$ cat src/design/vsc_pkg.sv
// ----------------------------------------------------------------------------
// vsc_pkg
// Shared types and constants of the vacuum switch controller.
// ----------------------------------------------------------------------------
package vsc_pkg;

  typedef enum logic [2:0] {
    PH_IDLE   = 3'd0,
    PH_WINDOW = 3'd1,
    PH_CALIB  = 3'd2,
    PH_SAMPLE = 3'd3,
    PH_WAIT   = 3'd4
  } phase_t;

  typedef enum logic [1:0] {
    OP_TICK = 2'd0,
    OP_PIN  = 2'd1,
    OP_ADC  = 2'd2,
    OP_WEND = 2'd3
  } opcode_t;

  localparam int CFG_IDX_W = 3;

  localparam logic [CFG_IDX_W-1:0] CFG_MIN_VACUUM   = 3'd0;
  localparam logic [CFG_IDX_W-1:0] CFG_FULL_VAC_REF = 3'd1;
  localparam logic [CFG_IDX_W-1:0] CFG_GEN_HOLD     = 3'd2;
  localparam logic [CFG_IDX_W-1:0] CFG_CALIB_MIN    = 3'd3;
  localparam logic [CFG_IDX_W-1:0] CFG_INDICATE     = 3'd4;

  localparam logic [7:0] MIN_VACUUM_RST   = 8'd20;
  localparam logic [7:0] FULL_VAC_REF_RST = 8'd211;
  localparam logic [5:0] GEN_HOLD_RST     = 6'd32;
  localparam logic [7:0] CALIB_MIN_RST    = 8'd4;
  localparam logic [7:0] INDICATE_RST     = 8'd6;
  localparam logic [7:0] BASELINE_RST     = 8'd100;
  localparam logic [7:0] TOGGLE_MAX       = 8'd255;

  typedef struct packed {
    logic [7:0] min_vacuum;
    logic [7:0] full_vacuum_ref;
    logic [5:0] gen_hold_ticks;
    logic [7:0] calib_toggle_min;
    logic [7:0] indicate_toggle_count;
  } cfg_t;

  typedef struct packed {
    logic       sense;
    logic       gen;
    logic       valve;
    phase_t     phase;
    logic [7:0] baseline;
  } result_t;

endpackage

$ cat src/design/vsc_cfg_regs.sv
// ----------------------------------------------------------------------------
// vsc_cfg_regs
// Configuration register file, written through the cfg channel.
// ----------------------------------------------------------------------------
module vsc_cfg_regs (
  input  logic                           clk,
  input  logic                           rst_n,
  input  logic                           cfg_valid,
  output logic                           cfg_ready,
  input  logic [vsc_pkg::CFG_IDX_W-1:0]  cfg_index,
  input  logic [7:0]                     cfg_data,
  output vsc_pkg::cfg_t                  cfg
);
  import vsc_pkg::*;

  cfg_t cfg_r;

  assign cfg_ready = 1'b1;
  assign cfg       = cfg_r;

  always_ff @(posedge clk) begin
    if (!rst_n) begin
      cfg_r.min_vacuum            <= MIN_VACUUM_RST;
      cfg_r.full_vacuum_ref       <= FULL_VAC_REF_RST;
      cfg_r.gen_hold_ticks        <= GEN_HOLD_RST;
      cfg_r.calib_toggle_min      <= CALIB_MIN_RST;
      cfg_r.indicate_toggle_count <= INDICATE_RST;
    end else if (cfg_valid) begin
      unique case (cfg_index)
        CFG_MIN_VACUUM:   cfg_r.min_vacuum            <= cfg_data;
        CFG_FULL_VAC_REF: cfg_r.full_vacuum_ref       <= cfg_data;
        CFG_GEN_HOLD:     cfg_r.gen_hold_ticks        <= cfg_data[5:0];
        CFG_CALIB_MIN:    cfg_r.calib_toggle_min      <= cfg_data;
        CFG_INDICATE:     cfg_r.indicate_toggle_count <= cfg_data;
        default: begin
        end
      endcase
    end
  end

endmodule

$ cat src/design/vsc_base_calc.sv
// ----------------------------------------------------------------------------
// vsc_base_calc
// Calibrated baseline: average of the readings moved toward the reference.
// ----------------------------------------------------------------------------
module vsc_base_calc #(
  parameter int CALIB_SAMPLES = 8
) (
  input  logic [$clog2(255*CALIB_SAMPLES+1)-1:0] sum,
  input  logic [7:0]                             full_vacuum_ref,
  output logic [7:0]                             baseline
);
  localparam int SUM_W  = $clog2(255*CALIB_SAMPLES+1);
  localparam int LOG_N  = $clog2(CALIB_SAMPLES);
  localparam int SH     = SUM_W + LOG_N;
  localparam int RECIP  = ((1 << SH) + CALIB_SAMPLES - 1) / CALIB_SAMPLES;
  localparam int RCP_W  = SH + 1;
  localparam int PROD_W = SUM_W + RCP_W;

  localparam logic [RCP_W-1:0] RECIP_V = RCP_W'(RECIP);

  logic [PROD_W-1:0] prod;
  logic [7:0]        avg;
  logic [15:0]       diff;

  // divide by the sample count through a reciprocal multiply
  assign prod     = {{RCP_W{1'b0}}, sum} * {{SUM_W{1'b0}}, RECIP_V};
  assign avg      = prod[SH +: 8];
  assign diff     = {8'd0, full_vacuum_ref} - {8'd0, avg};
  assign baseline = avg + diff[10:3];

endmodule

$ cat src/design/vsc_core.sv
// ----------------------------------------------------------------------------
// vsc_core
// Controller state and per-transaction update logic.
// ----------------------------------------------------------------------------
module vsc_core #(
  parameter int CALIB_SAMPLES = 8
) (
  input  logic              clk,
  input  logic              rst_n,
  input  logic              step,
  input  vsc_pkg::opcode_t  opcode,
  input  logic              level,
  input  logic [7:0]        adc,
  input  vsc_pkg::cfg_t     cfg,
  output vsc_pkg::result_t  res_nxt
);
  import vsc_pkg::*;

  localparam int SUM_W = $clog2(255*CALIB_SAMPLES+1);
  localparam int IDX_W = $clog2(CALIB_SAMPLES);
  localparam logic [IDX_W-1:0] IDX_LAST = IDX_W'(CALIB_SAMPLES - 1);

  phase_t             phase_r, phase_nxt;
  logic               expect_r, expect_nxt;
  logic [7:0]         toggle_r, toggle_nxt;
  logic [SUM_W-1:0]   sum_r, sum_nxt, sum_add;
  logic [IDX_W-1:0]   idx_r, idx_nxt;
  logic               pair_r, pair_nxt;
  logic [7:0]         first_r, first_nxt;
  logic [7:0]         last_r, last_nxt;
  logic [7:0]         base_r, base_nxt;
  logic [5:0]         hold_r, hold_nxt, hold_inc;
  logic               sense_r, sense_nxt;
  logic               gen_r, gen_nxt;
  logic               valve_r, valve_nxt;

  logic               is_adc, pin_low, pin_high, tick_run;
  logic               pair_done, calib_done, release_hit, to_calib;
  logic [7:0]         pair_sum, calib_base;

  assign is_adc      = (opcode == OP_ADC);
  assign pin_low     = (opcode == OP_PIN) && !level;
  assign pin_high    = (opcode == OP_PIN) && level;
  assign tick_run    = (opcode == OP_TICK) && (hold_r != cfg.gen_hold_ticks);
  assign hold_inc    = hold_r + 6'd1;
  assign pair_sum    = first_r + {1'b0, adc[7:1]};
  assign pair_done   = is_adc && pair_r;
  assign sum_add     = sum_r + SUM_W'(adc);
  assign calib_done  = is_adc && (idx_r == IDX_LAST);
  assign release_hit = pair_done && (pair_sum <= cfg.min_vacuum);
  assign to_calib    = (toggle_r >= cfg.calib_toggle_min);

  vsc_base_calc #(
    .CALIB_SAMPLES(CALIB_SAMPLES)
  ) u_base_calc (
    .sum             (sum_add),
    .full_vacuum_ref (cfg.full_vacuum_ref),
    .baseline        (calib_base)
  );

  // next phase
  always_comb begin
    phase_nxt = phase_r;
    unique case (phase_r)
      PH_IDLE: begin
        if (pin_low) phase_nxt = PH_WINDOW;
      end
      PH_WINDOW: begin
        if (opcode == OP_WEND) phase_nxt = to_calib ? PH_CALIB : PH_SAMPLE;
      end
      PH_CALIB: begin
        if (calib_done) phase_nxt = PH_IDLE;
      end
      PH_SAMPLE: begin
        if (!is_adc && pin_high) phase_nxt = (last_r > base_r) ? PH_WAIT : PH_IDLE;
      end
      PH_WAIT: begin
        if (release_hit) phase_nxt = PH_IDLE;
      end
      default: phase_nxt = PH_IDLE;
    endcase
  end

  // datapath update
  always_comb begin
    expect_nxt = expect_r;
    toggle_nxt = toggle_r;
    sum_nxt    = sum_r;
    idx_nxt    = idx_r;
    pair_nxt   = pair_r;
    first_nxt  = first_r;
    last_nxt   = last_r;
    base_nxt   = base_r;
    hold_nxt   = hold_r;
    sense_nxt  = sense_r;
    gen_nxt    = gen_r;
    valve_nxt  = valve_r;
    unique case (phase_r)
      PH_IDLE: begin
        if (pin_low) begin
          expect_nxt = 1'b1;
          toggle_nxt = 8'd1;
        end else if (tick_run) begin
          hold_nxt = hold_inc;
          if (hold_inc == cfg.gen_hold_ticks) gen_nxt = 1'b0;
        end
      end
      PH_WINDOW: begin
        if (opcode == OP_PIN) begin
          if (level == expect_r) begin
            if (toggle_r != TOGGLE_MAX) toggle_nxt = toggle_r + 8'd1;
            expect_nxt = ~expect_r;
          end
        end else if (opcode == OP_WEND) begin
          if (toggle_r == cfg.indicate_toggle_count) sense_nxt = 1'b1;
          gen_nxt = 1'b1;
          if (to_calib) begin
            valve_nxt = 1'b1;
            sum_nxt   = '0;
            idx_nxt   = '0;
          end else begin
            pair_nxt = 1'b0;
            last_nxt = 8'd0;
          end
        end
      end
      PH_CALIB: begin
        if (is_adc) begin
          if (calib_done) begin
            base_nxt  = calib_base;
            sense_nxt = 1'b0;
            gen_nxt   = 1'b0;
            valve_nxt = 1'b0;
            sum_nxt   = '0;
            idx_nxt   = '0;
          end else begin
            sum_nxt = sum_add;
            idx_nxt = idx_r + IDX_W'(1);
          end
        end
      end
      PH_SAMPLE: begin
        if (is_adc) begin
          if (pair_r) begin
            last_nxt  = pair_sum;
            pair_nxt  = 1'b0;
            sense_nxt = (pair_sum >= base_r);
          end else begin
            first_nxt = {1'b0, adc[7:1]};
            pair_nxt  = 1'b1;
          end
        end else if (pin_high) begin
          pair_nxt = 1'b0;
          if (last_r <= base_r) hold_nxt = 6'd0;
        end
      end
      PH_WAIT: begin
        if (is_adc) begin
          if (pair_r) begin
            last_nxt = pair_sum;
            pair_nxt = 1'b0;
            if (release_hit) begin
              sense_nxt = 1'b0;
              hold_nxt  = 6'd0;
            end
          end else begin
            first_nxt = {1'b0, adc[7:1]};
            pair_nxt  = 1'b1;
          end
        end
      end
      default: begin
      end
    endcase
  end

  always_ff @(posedge clk) begin
    if (!rst_n) begin
      phase_r  <= PH_IDLE;
      expect_r <= 1'b1;
      toggle_r <= 8'd1;
      sum_r    <= '0;
      idx_r    <= '0;
      pair_r   <= 1'b0;
      first_r  <= 8'd0;
      last_r   <= 8'd0;
      base_r   <= BASELINE_RST;
      hold_r   <= GEN_HOLD_RST;
      sense_r  <= 1'b0;
      gen_r    <= 1'b0;
      valve_r  <= 1'b0;
    end else if (step) begin
      phase_r  <= phase_nxt;
      expect_r <= expect_nxt;
      toggle_r <= toggle_nxt;
      sum_r    <= sum_nxt;
      idx_r    <= idx_nxt;
      pair_r   <= pair_nxt;
      first_r  <= first_nxt;
      last_r   <= last_nxt;
      base_r   <= base_nxt;
      hold_r   <= hold_nxt;
      sense_r  <= sense_nxt;
      gen_r    <= gen_nxt;
      valve_r  <= valve_nxt;
    end
  end

  assign res_nxt.sense    = sense_nxt;
  assign res_nxt.gen      = gen_nxt;
  assign res_nxt.valve    = valve_nxt;
  assign res_nxt.phase    = phase_nxt;
  assign res_nxt.baseline = base_nxt;

endmodule

$ cat src/design/vacuum_switch_controller_top.sv
// ----------------------------------------------------------------------------
// vacuum_switch_controller_top
// Vacuum part-presence controller, one result transaction per event.
//
// Usage:
//   in_*   : event transactions (timer tick, pin sample, adc reading, window
//            end), valid/ready handshake
//   out_*  : one result transaction per event with sense, generator, valve,
//            phase and baseline after the update
//   cfg_*  : register writes, index 0..4, always ready; write only while idle
// Path: an accepted input transaction passes the input register, then the
//   result register, before out_valid rises.
// Throughput: one event per cycle while out_ready is high; the whole state
//   update is a single pass of logic between input and result registers.
// Reset: synchronous, active low; registers return to their defaults, phase
//   idle, baseline 100, generator hold timer expired, both channels empty.
// Stall: when out_ready is low the result register holds and the input
//   register keeps one more event, after which in_ready drops.
// ----------------------------------------------------------------------------
module vacuum_switch_controller_top #(
  parameter int CALIB_SAMPLES = 8
) (
  input  logic                          clk,
  input  logic                          rst_n,
  input  logic                          in_valid,
  output logic                          in_ready,
  input  logic [1:0]                    in_opcode,
  input  logic                          in_request_level,
  input  logic [7:0]                    in_adc_value,
  output logic                          out_valid,
  input  logic                          out_ready,
  output logic                          out_sense_out,
  output logic                          out_generator_on,
  output logic                          out_valve_drive,
  output logic [2:0]                    out_phase_now,
  output logic [7:0]                    out_baseline_now,
  input  logic                          cfg_valid,
  output logic                          cfg_ready,
  input  logic [vsc_pkg::CFG_IDX_W-1:0] cfg_index,
  input  logic [7:0]                    cfg_data
);
  import vsc_pkg::*;

  cfg_t       cfg;
  result_t    res_nxt;
  result_t    res_r;
  logic       s1_valid_r;
  opcode_t    s1_op_r;
  logic       s1_lvl_r;
  logic [7:0] s1_adc_r;
  logic       out_valid_r;
  logic       advance, step, in_take;

  assign advance  = !out_valid_r || out_ready;
  assign step     = s1_valid_r && advance;
  assign in_ready = !s1_valid_r || advance;
  assign in_take  = in_valid && in_ready;

  vsc_cfg_regs u_cfg_regs (
    .clk       (clk),
    .rst_n     (rst_n),
    .cfg_valid (cfg_valid),
    .cfg_ready (cfg_ready),
    .cfg_index (cfg_index),
    .cfg_data  (cfg_data),
    .cfg       (cfg)
  );

  vsc_core #(
    .CALIB_SAMPLES(CALIB_SAMPLES)
  ) u_core (
    .clk     (clk),
    .rst_n   (rst_n),
    .step    (step),
    .opcode  (s1_op_r),
    .level   (s1_lvl_r),
    .adc     (s1_adc_r),
    .cfg     (cfg),
    .res_nxt (res_nxt)
  );

  // input register
  always_ff @(posedge clk) begin
    if (!rst_n) begin
      s1_valid_r <= 1'b0;
    end else if (in_take) begin
      s1_valid_r <= 1'b1;
    end else if (step) begin
      s1_valid_r <= 1'b0;
    end
  end

  always_ff @(posedge clk) begin
    if (in_take) begin
      s1_op_r  <= opcode_t'(in_opcode);
      s1_lvl_r <= in_request_level;
      s1_adc_r <= in_adc_value;
    end
  end

  // result register
  always_ff @(posedge clk) begin
    if (!rst_n) begin
      out_valid_r <= 1'b0;
    end else if (step) begin
      out_valid_r <= 1'b1;
    end else if (out_ready) begin
      out_valid_r <= 1'b0;
    end
  end

  always_ff @(posedge clk) begin
    if (step) begin
      res_r <= res_nxt;
    end
  end

  assign out_valid        = out_valid_r;
  assign out_sense_out    = res_r.sense;
  assign out_generator_on = res_r.gen;
  assign out_valve_drive  = res_r.valve;
  assign out_phase_now    = res_r.phase;
  assign out_baseline_now = res_r.baseline;

endmodule
$ cat config.mk
export PLATFORM = sky130hd
export DESIGN_NAME = vacuum_switch_controller_top
export DESIGN_NICKNAME = d
export VERILOG_FILES = /design/src/design/vsc_pkg.sv /design/src/design/vsc_cfg_regs.sv /design/src/design/vsc_base_calc.sv /design/src/design/vsc_core.sv /design/src/design/vacuum_switch_controller_top.sv
export SDC_FILE = /design/constraint.sdc
export NUM_CORES = 1
export LEC_CHECK = 0
export BUFFER_PORTS_ARGS = -buffer_cell sky130_fd_sc_hd__buf_4
export CORE_MARGIN = 2
export CORE_UTILIZATION = 52
export DETAILED_ROUTE_END_ITERATION = 8
export PLACE_DENSITY = 0.7
export SKIP_LAST_GASP = 1
export SYNTH_ARGS = -nofsm -noshare
export SYNTH_HDL_FRONTEND = slang
export SYNTH_SLANG_ARGS = --single-unit
$ cat constraint.sdc
create_clock -name clk -period 11.6 [get_ports clk]
set_input_delay 1.74 -clock clk [delete_from_list [all_inputs] [get_ports clk]]
set_output_delay 1.74 -clock clk [all_outputs]
set_load 0.02 [all_outputs]
==> metrics.cfg <==
[status]
status = finished, final reports clean

[global_route]
antenna_found_initial = 0
grt_start_max_net_pins = 93
grt.overflow.total = 0
grt_pass1_wl_um = 28800
gr-usage-all-layers = 0.246
grt_pass1_vias = 5950

[setup_path]
rr_startpoint = s1_adc_r[0]
cp-startpoint = s1_adc_r[0]
critPathLaunchType = flop
cp.arrival_ns = 5.42
worstSetupPathType = reg2reg
cp.required_ns = 11.73
worst_setup_path_end_kind = flop
critPathMaxFanout = 6

[die]
fp-row-count = 43
start_util = 0.532
pin_count = 44
die_w_um = 123
die_h_um = 123
die_area_um2 = 15200
core_area_um2 = 13900

[place]
portBuffers = 42
place_ws_ns = 6.36
dp.cells = 1026
dpl_cell_area_um2 = 7820
place.gp.congestion = 0.911
hpwl_um = 12700

[drt]
first_pass_iters = 7
met3_length_um = 734
totalWireLength_um = 17500
top_layer = met4
drc = 0
drt-met1-wl_um = 8110
wl_per_cell_um = 16.6
num_vias = 6005
first_iter_violations = 517
viasPerCell = 5.68
route.met2.wl_um = 8290
postRouteAntennaNets = 0

[sta]
setup_viol = 0
final_hold_viol_count = 0
worstMarginPinSlew_ns = 0.870
hold_slack_ns = 0.466
fmax_mhz = 189
postLayoutSetupSlackWorst_ns = 6.31
fin_crit_sh = 0.456
maxSlewHeadroom = 0.419
period_needed_ns = 5.29
grt_setup_unrepaired = false
fin_skew_ns = 0.00796
fin_tns_setup_ns = 0
drv_slew = 0

[synthesis]
synth_compound_area_frac = 0.175
synth-adder-area-share = 0.118
syn_nets = 928
netlist_instances = 835
yosysWarnings = 0
synth.ff_latch_count = 124
synth_edf_count = 25
synth.distinct_cells = 69
syn_area_per_cell_um2 = 8.85
synthSimpleGateAreaFrac = 0.209
seq_area_frac_synth = 0.370
synth_top_family_by_area = simple AND/OR/NAND/NOR gates
netlist_area_um2 = 7390
synthMuxAreaShare = 0.0312
synth_flop_cell = dfxtp_1
async_flop_share = 0
synth-xor-area-share = 0.0567

[layout]
final_net_count = 958
seq_area_um2 = 2730
diodes = 0
nFillCells = 1208
final_core_util = 0.607
area_growth_pct = 13.9
final_common_cell = nand2_1
layout_common_cells = nand2_1 (125), dfxtp_1 (99), ha_1 (63)
final_layout_size_suffix_gt1_frac = 0.112
multi_input_area_um2 = 4360
stdcell_area_um2 = 8420
fin_cells = 1058

[clocking]
cts.sinks = 124
cts_setup_buffers = 0
cts_tree = yes
cts_root_buf = clkbuf_16
cts_max_level = 4
path_clk_slew_ns = 0.05
cts_made_buffers = 17
cts_resized = 0
cts_buffer_depth = 2
holdBufCountCts = 0
clk_latency_ns = 0.42

[pwr]
p_total_mw = 1.11
ir_worst_vdd_v = 0.0000777
power.density_nw_per_um2 = 131
leakage_nw = 3.53

[job]
max_cap_violations = 0

[min_path]
hold_path_class = reg2reg
hold_start = u_cfg_regs.cfg[11]

[layer usage]
metal	global-route usage	vias up
li1	-	2969
met4	0.0895	0
met5	0	-
met3	0.0438	35
met1	0.324	2839
met2	0.406	162
[synthesized netlist by cell type (3+ instances only)]
master	count	area, µm²
o211ai_1	8	60.1
a21oi_1	27	135
and3_1	4	25.0
a21boi_0	44	330
nand3_1	35	175
nand4_1	17	106
nor2b_1	30	188
mux2i_1	23	230
nor2_1	43	161
dfxtp_1	99	1980
o21ai_1	5	25.0
xor2_1	19	166
ha_1	63	788
a21o_2	3	26.3
clkbuf_1	31	116
o211a_1	4	40.0
nand2b_1	20	125
a31oi_1	5	31.3
or3_1	3	18.8
a21o_1	21	158
inv_1	44	165
nand2_1	125	469
xnor2_1	27	236
o21a_1	7	52.6
o21ai_0	27	135
edfxtp_1	25	751
nor3_1	11	55.1
and2_1	10	62.6
fa_1	3	60.1
nor4_1	3	18.8
or2_2	4	25.0
[worst max-delay path, cell delays in order (launching register included)]
cell and delay [ns]:
edfxtp_1 0.37, ha_1 0.23, fa_1 0.42, a211o_1 0.34, a211oi_4 0.33, o21ai_0 0.15
a21o_1 0.23, xnor2_1 0.27, ha_1 0.38, nand3_1 0.18, a2bb2oi_4 0.24, nand3b_4 0.12
a21oi_1 0.19, xnor2_1 0.09, ha_1 0.37, nor2b_1 0.26, nand2_1 0.09, a21o_2 0.19
o2111a_1 0.16, a31oi_2 0.15, xnor2_1 0.15, o21ai_0 0.11
[final cells by class]
| class | count | share of cell area |
|---|---|---|
| Clock buffer | 22 | 0.0577 |
| Multi-Input combinational cell | 632 | 0.517 |
| Inverter | 45 | 0.0201 |
| Clock inverter | 10 | 0.0134 |
| Sequential cell | 124 | 0.325 |
| Tap cell | 180 | 0.0267 |
| Timing Repair Buffer | 45 | 0.0401 |
[path summary, 6_finish.rpt]
| kind | endpoint | slack [ns] | cells after the start |
|---|---|---|---|
| worst min register to register | u_cfg_regs.cfg[11] | 0.47 | 2 |
| worst max-delay path | out_baseline_now[7] | 6.31 | 21 |
| worst max register to register | out_baseline_now[7] | 6.31 | 21 |
| worst min-delay path | u_cfg_regs.cfg[11] | 0.47 | 2 |
[kinds of logic after synthesis]
logic type	count (synthesis)
AOI/OAI and AO/OA	176
xor gates and xnor gates	47
adders and majority gates	68
buffers and inverters	79
DFF	124
muxes	23
other	1
and+or+nand+nor	317
[report_power, final]
| group | total [mW] | internal [mW] | switching [mW] |
|---|---|---|---|
| combinational | 0.117 | 0.0487 | 0.0684 |
| sequential | 0.459 | 0.450 | 0.00847 |
| clock | 0.530 | 0.339 | 0.191 |
| total | 1.11 | 0.838 | 0.268 |
[sequential cells by signal, indices dropped and copies added (netlist names), 6 cells and up]
signal / flops
u_core.hold_r: 6
u_core.base_r: 8
u_core.last_r: 8
out_baseline_now: 8
u_core.toggle_r: 8
u_core.sum_r: 11
u_core.first_r: 7
u_cfg_regs.cfg: 38
s1_adc_r: 8
No activity file was read; power rests on OpenSTA's default activity.
